--- src/hw/rtl/x86abe_pkg.sv ---
// Shared types, opcodes and helper functions for the 16-bit ALU and branch execute unit.
`timescale 1ns / 1ps
package x86abe_pkg;

    // Register file geometry.
    localparam int REG_COUNT = 8;
    localparam int REG_AW    = $clog2(REG_COUNT);
    localparam int WORD_W    = 16;
    localparam int BYTE_W    = 8;
    localparam int FLAG_W    = 6;
    localparam int LEN_W     = 3;
    localparam int DISP_W    = 8;
    localparam int OP_W      = 4;
    localparam int RSEL_W    = 4;

    // Operation codes.
    localparam logic [OP_W-1:0] OP_MOV     = 4'd0;
    localparam logic [OP_W-1:0] OP_ADD     = 4'd1;
    localparam logic [OP_W-1:0] OP_SUB     = 4'd2;
    localparam logic [OP_W-1:0] OP_CMP     = 4'd3;
    localparam logic [OP_W-1:0] OP_JNE     = 4'd4;
    localparam logic [OP_W-1:0] OP_JE      = 4'd5;
    localparam logic [OP_W-1:0] OP_JP      = 4'd6;
    localparam logic [OP_W-1:0] OP_JB      = 4'd7;
    localparam logic [OP_W-1:0] OP_LOOP_NZ = 4'd8;

    // Flag bit positions.
    localparam int FLAG_CF = 0;
    localparam int FLAG_PF = 1;
    localparam int FLAG_AF = 2;
    localparam int FLAG_ZF = 3;
    localparam int FLAG_SF = 4;
    localparam int FLAG_OF = 5;

    // Word index of CX in the register file.
    localparam logic [REG_AW-1:0] REG_CX = 3'd1;

    // One decoded instruction as it travels down the pipeline.
    typedef struct packed {
        logic [OP_W-1:0]   req_type;
        logic [RSEL_W-1:0] dest_reg;
        logic              src_is_reg;
        logic [RSEL_W-1:0] src_reg;
        logic [WORD_W-1:0] immediate;
        logic [DISP_W-1:0] jump_disp;
        logic [LEN_W-1:0]  instr_length;
    } item_t;

    // Outcome of one executed instruction.
    typedef struct packed {
        logic              wr_en;
        logic [WORD_W-1:0] wr_word;
        logic [WORD_W-1:0] dest_value;
        logic [WORD_W-1:0] next_ip;
        logic [FLAG_W-1:0] flags;
        logic              taken;
    } exec_t;

    // Word register that holds a register selector (byte selectors map onto AX..BX).
    function automatic logic [REG_AW-1:0] word_index(input logic [RSEL_W-1:0] sel);
        logic [REG_AW-1:0] idx;
        if (sel[3])
        begin
            idx = sel[2:0];
        end
        else
        begin
            idx = {1'b0, sel[1:0]};
        end
        return idx;
    endfunction

    // Word register touched on the destination side; LOOPNZ always works on CX.
    function automatic logic [REG_AW-1:0] dest_index(input logic [OP_W-1:0] op,
                                                     input logic [RSEL_W-1:0] sel);
        logic [REG_AW-1:0] idx;
        if (op == OP_LOOP_NZ)
        begin
            idx = REG_CX;
        end
        else
        begin
            idx = word_index(sel);
        end
        return idx;
    endfunction

endpackage

--- src/hw/rtl/x86_16bit_alu_branch_exec.sv ---
// Top level of the 16-bit ALU and branch execute unit with its register file memories.
//
//  Channel  Direction  Payload                                            Handshake
//  in       into unit  req_type dest_reg src_is_reg src_reg immediate     in_valid / in_stall
//                      jump_disp instr_length
//  out      from unit  dest_value next_ip flag_bits branch_taken          out_valid / out_stall
//
// One instruction per cycle sustained while out_stall is low. An instruction is accepted in
// the cycle its register file reads are issued, executes in the next cycle from the registered
// RAM data, and writes back and loads the output register at the end of the cycle in which
// the execute stage advances.
// A write landing in the same edge as the next read is forwarded from a bypass register.
// Reset clears IP, flags and per-entry valid bits, so every register reads as zero at once.
// A stalled output holds the execute stage, which in turn raises in_stall.
`timescale 1ns / 1ps
module x86_16bit_alu_branch_exec (
    input  logic        clk,
    input  logic        rst_n,
    input  logic        in_valid,
    output logic        in_stall,
    input  logic [3:0]  req_type,
    input  logic [3:0]  dest_reg,
    input  logic        src_is_reg,
    input  logic [3:0]  src_reg,
    input  logic [15:0] immediate,
    input  logic signed [7:0] jump_disp,
    input  logic [2:0]  instr_length,
    output logic        out_valid,
    input  logic        out_stall,
    output logic [15:0] dest_value,
    output logic [15:0] next_ip,
    output logic [5:0]  flag_bits,
    output logic        branch_taken
);

    logic                              in_acc;
    logic                              s1_advance;
    logic                              s1_valid_reg;
    logic                              s1_valid_next;
    x86abe_pkg::item_t                 s1_item_reg;
    logic [x86abe_pkg::REG_AW-1:0]     s1_a_addr_reg;
    logic [x86abe_pkg::REG_AW-1:0]     s1_b_addr_reg;
    logic                              fwd_valid_reg;
    logic                              fwd_valid_next;
    logic [x86abe_pkg::REG_AW-1:0]     fwd_addr_reg;
    logic [x86abe_pkg::WORD_W-1:0]     fwd_data_reg;
    logic [x86abe_pkg::REG_COUNT-1:0]  rf_valid_reg;
    logic [x86abe_pkg::REG_COUNT-1:0]  rf_valid_next;
    logic [x86abe_pkg::WORD_W-1:0]     ip_reg;
    logic [x86abe_pkg::WORD_W-1:0]     ip_next;
    logic [x86abe_pkg::FLAG_W-1:0]     flags_reg;
    logic [x86abe_pkg::FLAG_W-1:0]     flags_next;
    logic                              out_valid_reg;
    logic                              out_valid_next;
    logic [x86abe_pkg::WORD_W-1:0]     dest_value_reg;
    logic [x86abe_pkg::WORD_W-1:0]     next_ip_reg;
    logic [x86abe_pkg::FLAG_W-1:0]     flag_bits_reg;
    logic                              branch_taken_reg;
    x86abe_pkg::item_t                 in_item;
    logic [x86abe_pkg::REG_AW-1:0]     rd_a_addr;
    logic [x86abe_pkg::REG_AW-1:0]     rd_b_addr;
    logic [x86abe_pkg::WORD_W-1:0]     ram_a_q;
    logic [x86abe_pkg::WORD_W-1:0]     ram_b_q;
    logic [x86abe_pkg::WORD_W-1:0]     a_word;
    logic [x86abe_pkg::WORD_W-1:0]     b_word;
    logic                              ram_wr_en;
    x86abe_pkg::exec_t                 exec_res;

    // Handshake control.
    assign s1_advance = s1_valid_reg && (!out_valid_reg || !out_stall);
    assign in_stall   = s1_valid_reg && !s1_advance;
    assign in_acc     = in_valid && !in_stall;
    assign ram_wr_en  = s1_advance && exec_res.wr_en;

    // Pack the input transaction.
    always_comb
    begin
        in_item.req_type     = req_type;
        in_item.dest_reg     = dest_reg;
        in_item.src_is_reg   = src_is_reg;
        in_item.src_reg      = src_reg;
        in_item.immediate    = immediate;
        in_item.jump_disp    = jump_disp;
        in_item.instr_length = instr_length;
        rd_a_addr            = x86abe_pkg::dest_index(req_type, dest_reg);
        rd_b_addr            = x86abe_pkg::word_index(src_reg);
    end

    // Two copies of the register file give two read ports; both take every write.
    x86abe_ram #(
        .WIDTH (x86abe_pkg::WORD_W),
        .DEPTH (x86abe_pkg::REG_COUNT)
    ) u_ram_a (
        .clk     (clk),
        .wr_en   (ram_wr_en),
        .wr_addr (s1_a_addr_reg),
        .wr_data (exec_res.wr_word),
        .rd_en   (in_acc),
        .rd_addr (rd_a_addr),
        .rd_data (ram_a_q)
    );

    x86abe_ram #(
        .WIDTH (x86abe_pkg::WORD_W),
        .DEPTH (x86abe_pkg::REG_COUNT)
    ) u_ram_b (
        .clk     (clk),
        .wr_en   (ram_wr_en),
        .wr_addr (s1_a_addr_reg),
        .wr_data (exec_res.wr_word),
        .rd_en   (in_acc),
        .rd_addr (rd_b_addr),
        .rd_data (ram_b_q)
    );

    // Operand words: bypass the write of the accept edge, unwritten entries read as zero.
    always_comb
    begin
        if (fwd_valid_reg && (fwd_addr_reg == s1_a_addr_reg))
        begin
            a_word = fwd_data_reg;
        end
        else if (rf_valid_reg[s1_a_addr_reg])
        begin
            a_word = ram_a_q;
        end
        else
        begin
            a_word = '0;
        end

        if (fwd_valid_reg && (fwd_addr_reg == s1_b_addr_reg))
        begin
            b_word = fwd_data_reg;
        end
        else if (rf_valid_reg[s1_b_addr_reg])
        begin
            b_word = ram_b_q;
        end
        else
        begin
            b_word = '0;
        end
    end

    x86abe_exec u_exec (
        .item   (s1_item_reg),
        .a_word (a_word),
        .b_word (b_word),
        .ip     (ip_reg),
        .flags  (flags_reg),
        .res    (exec_res)
    );

    // Next-state logic for control registers.
    always_comb
    begin
        s1_valid_next  = in_acc ? 1'b1 : (s1_advance ? 1'b0 : s1_valid_reg);
        fwd_valid_next = in_acc ? ram_wr_en : fwd_valid_reg;
        rf_valid_next  = rf_valid_reg;
        if (ram_wr_en)
        begin
            rf_valid_next[s1_a_addr_reg] = 1'b1;
        end
        ip_next        = s1_advance ? exec_res.next_ip : ip_reg;
        flags_next     = s1_advance ? exec_res.flags : flags_reg;
        if (s1_advance)
        begin
            out_valid_next = 1'b1;
        end
        else if (out_valid_reg && out_stall)
        begin
            out_valid_next = 1'b1;
        end
        else
        begin
            out_valid_next = 1'b0;
        end
    end

    // Control state.
    always_ff @(posedge clk or negedge rst_n)
    begin
        if (!rst_n)
        begin
            s1_valid_reg  <= 1'b0;
            fwd_valid_reg <= 1'b0;
            rf_valid_reg  <= '0;
            ip_reg        <= '0;
            flags_reg     <= '0;
            out_valid_reg <= 1'b0;
        end
        else
        begin
            s1_valid_reg  <= s1_valid_next;
            fwd_valid_reg <= fwd_valid_next;
            rf_valid_reg  <= rf_valid_next;
            ip_reg        <= ip_next;
            flags_reg     <= flags_next;
            out_valid_reg <= out_valid_next;
        end
    end

    // Payload registers of the execute stage and the bypass.
    always_ff @(posedge clk)
    begin
        if (in_acc)
        begin
            s1_item_reg   <= in_item;
            s1_a_addr_reg <= rd_a_addr;
            s1_b_addr_reg <= rd_b_addr;
            fwd_addr_reg  <= s1_a_addr_reg;
            fwd_data_reg  <= exec_res.wr_word;
        end
    end

    // Output register.
    always_ff @(posedge clk)
    begin
        if (s1_advance)
        begin
            dest_value_reg   <= exec_res.dest_value;
            next_ip_reg      <= exec_res.next_ip;
            flag_bits_reg    <= exec_res.flags;
            branch_taken_reg <= exec_res.taken;
        end
    end

    assign out_valid    = out_valid_reg;
    assign dest_value   = dest_value_reg;
    assign next_ip      = next_ip_reg;
    assign flag_bits    = flag_bits_reg;
    assign branch_taken = branch_taken_reg;

    // Every instruction leaving the execute stage produces an output transaction.
    a_advance_fills_out: assert property (@(posedge clk) disable iff (!rst_n)
        s1_advance |=> out_valid_reg)
        else $error("execute stage advanced without loading the output register");

    // IP only moves when an instruction retires.
    a_ip_holds: assert property (@(posedge clk) disable iff (!rst_n)
        !s1_advance |=> $stable(ip_reg))
        else $error("IP changed without a retiring instruction");

    // Flags only move when an instruction retires.
    a_flags_hold: assert property (@(posedge clk) disable iff (!rst_n)
        !s1_advance |=> $stable(flags_reg))
        else $error("flags changed without a retiring instruction");

    // The register file is only written by a retiring instruction in the execute stage.
    a_write_from_stage: assert property (@(posedge clk) disable iff (!rst_n)
        ram_wr_en |-> (s1_valid_reg && !(out_valid_reg && out_stall)))
        else $error("register file written outside a retiring instruction");

    // A held output register keeps the execute stage from retiring.
    a_stall_blocks_exec: assert property (@(posedge clk) disable iff (!rst_n)
        (out_valid_reg && out_stall) |=> $stable(flags_reg) && $stable(ip_reg))
        else $error("execute stage retired while the output was stalled");

endmodule

--- src/hw/rtl/x86abe_ram.sv ---
// Generic single-write, single-read synchronous RAM with a registered read port.
`timescale 1ns / 1ps
module x86abe_ram #(
    parameter int WIDTH = 16,
    parameter int DEPTH = 8
) (
    input  logic                     clk,
    input  logic                     wr_en,
    input  logic [$clog2(DEPTH)-1:0] wr_addr,
    input  logic [WIDTH-1:0]         wr_data,
    input  logic                     rd_en,
    input  logic [$clog2(DEPTH)-1:0] rd_addr,
    output logic [WIDTH-1:0]         rd_data
);

    logic [WIDTH-1:0] mem [DEPTH];
    logic [WIDTH-1:0] rd_data_reg;

    // Write port.
    always_ff @(posedge clk)
    begin
        if (wr_en)
        begin
            mem[wr_addr] <= wr_data;
        end
    end

    // Registered read port; a same-cycle write is not visible until the next read.
    always_ff @(posedge clk)
    begin
        if (rd_en)
        begin
            rd_data_reg <= mem[rd_addr];
        end
    end

    assign rd_data = rd_data_reg;

endmodule

--- src/hw/rtl/x86abe_exec.sv ---
// Execute logic: operand selection, add and subtract with flags, branch and IP update.
`timescale 1ns / 1ps
module x86abe_exec (
    input  x86abe_pkg::item_t                 item,
    input  logic [x86abe_pkg::WORD_W-1:0]     a_word,
    input  logic [x86abe_pkg::WORD_W-1:0]     b_word,
    input  logic [x86abe_pkg::WORD_W-1:0]     ip,
    input  logic [x86abe_pkg::FLAG_W-1:0]     flags,
    output x86abe_pkg::exec_t                 res
);

    logic                          wide;
    logic [x86abe_pkg::WORD_W-1:0] a_op;
    logic [x86abe_pkg::BYTE_W-1:0] src_byte;
    logic [x86abe_pkg::WORD_W-1:0] src_raw;
    logic [x86abe_pkg::WORD_W-1:0] src_op;
    logic [x86abe_pkg::WORD_W:0]   sum_full;
    logic [x86abe_pkg::WORD_W:0]   dif_full;
    logic [4:0]                    nib_sum;
    logic                          is_add;
    logic [x86abe_pkg::WORD_W-1:0] res_raw;
    logic [x86abe_pkg::WORD_W-1:0] res_m;
    logic                          a_sign;
    logic                          s_sign;
    logic                          r_sign;
    logic                          cf;
    logic                          af;
    logic                          of;
    logic [x86abe_pkg::FLAG_W-1:0] new_flags;
    logic [x86abe_pkg::WORD_W-1:0] mov_word;
    logic [x86abe_pkg::WORD_W-1:0] alu_word;
    logic [x86abe_pkg::WORD_W-1:0] ip_len;
    logic [x86abe_pkg::WORD_W-1:0] ip_branch;
    logic [x86abe_pkg::WORD_W-1:0] cx_dec;
    logic                          cond;

    // Merge an operation result into the full word register.
    function automatic logic [x86abe_pkg::WORD_W-1:0] merge_word(
        input logic                          is_wide,
        input logic                          high_byte,
        input logic [x86abe_pkg::WORD_W-1:0] old_word,
        input logic [x86abe_pkg::WORD_W-1:0] value
    );
        logic [x86abe_pkg::WORD_W-1:0] w;
        if (is_wide)
        begin
            w = value;
        end
        else if (high_byte)
        begin
            w = {value[7:0], old_word[7:0]};
        end
        else
        begin
            w = {old_word[15:8], value[7:0]};
        end
        return w;
    endfunction

    // Operand selection at the operation width.
    always_comb
    begin
        wide = item.dest_reg[3];
        if (wide)
        begin
            a_op = a_word;
        end
        else if (item.dest_reg[2])
        begin
            a_op = {8'h00, a_word[15:8]};
        end
        else
        begin
            a_op = {8'h00, a_word[7:0]};
        end

        src_byte = item.src_reg[2] ? b_word[15:8] : b_word[7:0];
        if (!item.src_is_reg)
        begin
            src_raw = item.immediate;
        end
        else if (item.src_reg[3])
        begin
            src_raw = b_word;
        end
        else
        begin
            src_raw = {{8{src_byte[7]}}, src_byte};
        end
        src_op = wide ? src_raw : {8'h00, src_raw[7:0]};
    end

    // Adder, subtractor and flag generation.
    always_comb
    begin
        is_add   = (item.req_type == x86abe_pkg::OP_ADD);
        sum_full = {1'b0, a_op} + {1'b0, src_op};
        dif_full = {1'b0, a_op} - {1'b0, src_op};
        nib_sum  = {1'b0, a_op[3:0]} + {1'b0, src_op[3:0]};
        res_raw  = is_add ? sum_full[15:0] : dif_full[15:0];
        res_m    = wide ? res_raw : {8'h00, res_raw[7:0]};

        a_sign = wide ? a_op[15] : a_op[7];
        s_sign = wide ? src_op[15] : src_op[7];
        r_sign = wide ? res_m[15] : res_m[7];

        if (is_add)
        begin
            cf = wide ? sum_full[16] : sum_full[8];
            af = nib_sum[4];
            of = (a_sign == s_sign) && (a_sign != r_sign);
        end
        else
        begin
            cf = dif_full[16];
            af = (a_op[3:0] < src_op[3:0]);
            of = (a_sign != s_sign) && (a_sign != r_sign);
        end

        new_flags = '0;
        new_flags[x86abe_pkg::FLAG_CF] = cf;
        new_flags[x86abe_pkg::FLAG_PF] = ~^res_m[7:0];
        new_flags[x86abe_pkg::FLAG_AF] = af;
        new_flags[x86abe_pkg::FLAG_ZF] = (res_m == '0);
        new_flags[x86abe_pkg::FLAG_SF] = r_sign;
        new_flags[x86abe_pkg::FLAG_OF] = of;
    end

    // Instruction pointer and loop counter arithmetic.
    always_comb
    begin
        ip_len    = ip + {13'd0, item.instr_length};
        ip_branch = ip_len + {{8{item.jump_disp[7]}}, item.jump_disp};
        cx_dec    = a_word - 16'd1;
        mov_word  = merge_word(wide, item.dest_reg[2], a_word, src_op);
        alu_word  = merge_word(wide, item.dest_reg[2], a_word, res_m);
    end

    // Per-operation outcome.
    always_comb
    begin
        res.wr_en      = 1'b0;
        res.wr_word    = alu_word;
        res.dest_value = '0;
        res.flags      = flags;
        cond           = 1'b0;
        case (item.req_type)
            x86abe_pkg::OP_MOV:
            begin
                res.wr_en      = 1'b1;
                res.wr_word    = mov_word;
                res.dest_value = mov_word;
            end
            x86abe_pkg::OP_ADD, x86abe_pkg::OP_SUB:
            begin
                res.wr_en      = 1'b1;
                res.wr_word    = alu_word;
                res.dest_value = alu_word;
                res.flags      = new_flags;
            end
            x86abe_pkg::OP_CMP:
            begin
                res.dest_value = a_word;
                res.flags      = new_flags;
            end
            x86abe_pkg::OP_JNE:
            begin
                cond = !flags[x86abe_pkg::FLAG_ZF];
            end
            x86abe_pkg::OP_JE:
            begin
                cond = flags[x86abe_pkg::FLAG_ZF];
            end
            x86abe_pkg::OP_JP:
            begin
                cond = flags[x86abe_pkg::FLAG_PF];
            end
            x86abe_pkg::OP_JB:
            begin
                cond = flags[x86abe_pkg::FLAG_CF];
            end
            x86abe_pkg::OP_LOOP_NZ:
            begin
                res.wr_en      = 1'b1;
                res.wr_word    = cx_dec;
                res.dest_value = cx_dec;
                cond           = (cx_dec != '0) && !flags[x86abe_pkg::FLAG_ZF];
            end
            default:
            begin
                cond = 1'b0;
            end
        endcase
        res.taken   = cond;
        res.next_ip = cond ? ip_branch : ip_len;
    end

endmodule

--- config.mk ---
export PLATFORM = sky130hd
export DESIGN_NAME = x86_16bit_alu_branch_exec
export DESIGN_NICKNAME = d
export VERILOG_FILES = /design/src/hw/rtl/x86abe_pkg.sv /design/src/hw/rtl/x86_16bit_alu_branch_exec.sv /design/src/hw/rtl/x86abe_ram.sv /design/src/hw/rtl/x86abe_exec.sv
export SDC_FILE = /design/constraint.sdc
export NUM_CORES = 1
export LEC_CHECK = 0
export BUFFER_PORTS_ARGS = -buffer_cell sky130_fd_sc_hd__buf_2
export CAP_MARGIN = 5
export CELL_PAD_IN_SITES_DETAIL_PLACEMENT = 0
export CELL_PAD_IN_SITES_GLOBAL_PLACEMENT = 1
export CORE_AREA = 2 2 232 234
export CTS_CLUSTER_DIAMETER = 100
export CTS_CLUSTER_SIZE = 24
export DETAILED_ROUTE_END_ITERATION = 7
export DIE_AREA = 0 0 234 236
export PLACE_DENSITY_LB_ADDON = 0.1
export SLEW_MARGIN = 25
export SYNTH_ARGS = -nofsm -noshare
export SYNTH_HDL_FRONTEND = slang
export SYNTH_HIERARCHICAL = 1
export SYNTH_SLANG_ARGS = --single-unit
export TNS_END_PERCENT = 10
--- constraint.sdc ---
create_clock -name clk -period 7.5 [get_ports clk]
set_input_delay 0.375 -clock clk [delete_from_list [all_inputs] [get_ports clk]]
set_output_delay 0.375 -clock clk [all_outputs]
set_load 0.005 [all_outputs]
==> metrics.txt <==
CP arrival 6.46 ns; dpl hpwl 38.5 mm; DR WL/cell 25.0 um; GRT overflow 0; top achievable clock speed 0.161 GHz; share of cells above drive strength 1 0.174; initial core utilization 0.392; number of cells in the finished layout apart from fillers 2,270; GRT Total Usage 0.205; DRT antenna net count 0; Net Count, Synth 1,555; CP Capture Type register; period utilization 0.828; total CTS buffers 23; clk_skew 0.0265 ns; GPL Wtd Cong 0.846; PortBufs 84; Endpoint, Worst Hold out_valid; routed wire length 56.7 mm; DR vias 12,795; Reg2Reg Setup Slack 1.29 ns; CTS Hold Buffers Added 37; hold path depth 2; Register-to-Register Path Depth 16; # rows 85; final max-slew violation count 0; Tmin final 6.21 ns; number of global-route vias before repair 12,793; CTS tree done; worst vdd ir 197 uV; Pleak 8.45 nW; total power 6.29 mW; Vias per Instance 5.64; first-pass iteration count of the detailed router 5; Area Growth Syn to Fin 11.5%; clk sink count 421; post-cts gate resize count 0; Total Die Area 0.0552 mm2; Mapped Area 0.0208 mm2; largest net degree at the start of global routing 66; io pins 85; maximum clock insertion buffer count 3; crit path max fanout 17; Clock Tree Root clkbuf_16; status complete, no violations; die width 234 um; Synth Instances 1,450; First DRT Iteration DRCs 912; Setup Buffers After CTS 0; Final Worst Setup Slack 1.29 ns; Worst Tran Pin Value 1.03 ns; Crit Path Class reg -> reg; RSZ-0062 raised after global routing false; max-cap viol count 0; drt drc 0; Setup TNS Final 0 ns; Worst-Skew Late Latency 0.59 ns; dpl ws 1.15 ns; NumNets Final 1,670; r2r startpoint s1_item_reg[27]; Worst Setup Start Kind register; Synth Warn # 6; Hold Crit Class in -> reg; syn_area_per_cell 14.3 um2; Final Hold Fails 0; first-pass GRT wire length 84.1 mm; clock-pin slew on the worst setup and hold paths 0.10 ns; H-tree levels 1; initial antenna violation count 0; P per Cell Area 272 mW/mm2; Die Span Y 236 um; Worst Hold Launch out_stall; Core Area 0.0531 mm2; Slew headroom 0.316; reg-to-reg endpoint u_ram_b/mem[1][15]; Setup Viol. Count Final 0; dpl cells 2,199; Crit path required time 7.75 ns
## worst max-delay path, cell delays in order, from the launching register on
cell	delay [ns]
edfxtp_1	0.47
xnor2_1	0.16
and4_1	0.40
nor2_2	0.59
a22o_1	0.25
mux2i_1	0.08
o21ai_1	0.61
o221ai_1	0.37
ha_1	0.47
nor3_1	0.31
nor4b_1	0.24
a21boi_1	0.33
o311a_1	0.31
a21oi_1	0.11
mux2i_1	0.18
nor3_1	0.61
o21ai_2	0.35
## cell usage in the layout, fill, tap and decap left out, types with 47 or more instances in the layout
master,n
mux4_1,56
buf_2,84
buf_4,47
ha_1,57
inv_1,48
edfxtp_1,388
mux2_2,61
a21oi_1,66
nand2_1,87
nor2_1,78
## power breakdown
part | leakage (nW) | switching (mW) | total (mW) | internal (mW)
logic | 4.12 | 1.10 | 1.82 | 0.719
registers | 3.99 | 0.129 | 3.05 | 2.93
clock network | 0.347 | 0.796 | 1.42 | 0.626
total | 8.45 | 2.02 | 6.29 | 4.27
## per-stage QoR
step,util,area [um2],hold WS (ns)
4_1_cts,0.436,23200,0.00111
6_report,0.437,23200,0.0462
2_1_floorplan,-,20800,0.0794
5_1_grt,0.437,23200,0.00347
3_5_place_dp,0.416,22100,0.480
3_3_place_gp,0.416,22100,0.471
## how the worst max path moves through the flow
stage / from / endpoint / cells after the start
after floorplan: s1_a_addr_reg[0] / fwd_data_reg[14] / 18
after global placement: s1_item_reg[27] / u_ram_b/mem[0][13] / 18
after detailed placement: s1_item_reg[27] / u_ram_b/mem[1][15] / 17
after CTS: s1_item_reg[27] / u_ram_b/mem[2][15] / 16
after global routing: s1_item_reg[27] / u_ram_b/mem[5][15] / 16
final: s1_item_reg[27] / u_ram_b/mem[1][15] / 16
## layer usage
metal  wire [um]  track usage
met1       25600        0.286
met2       27700        0.344
met5           0            0
met4        1370       0.0474
met3        2080       0.0238
## area by class of cell
class,count,area [um2]
Clock buffer,26,597
Timing Repair Buffer,168,1140
Sequential cell,421,12500
Antenna cell,1,2.50
Multi-Input combinational cell,902,7780
Clock inverter,7,116
Fill cell,4830,29900
Tap cell,696,871
Inverter,49,184
(Power assumes the default switching activity.)
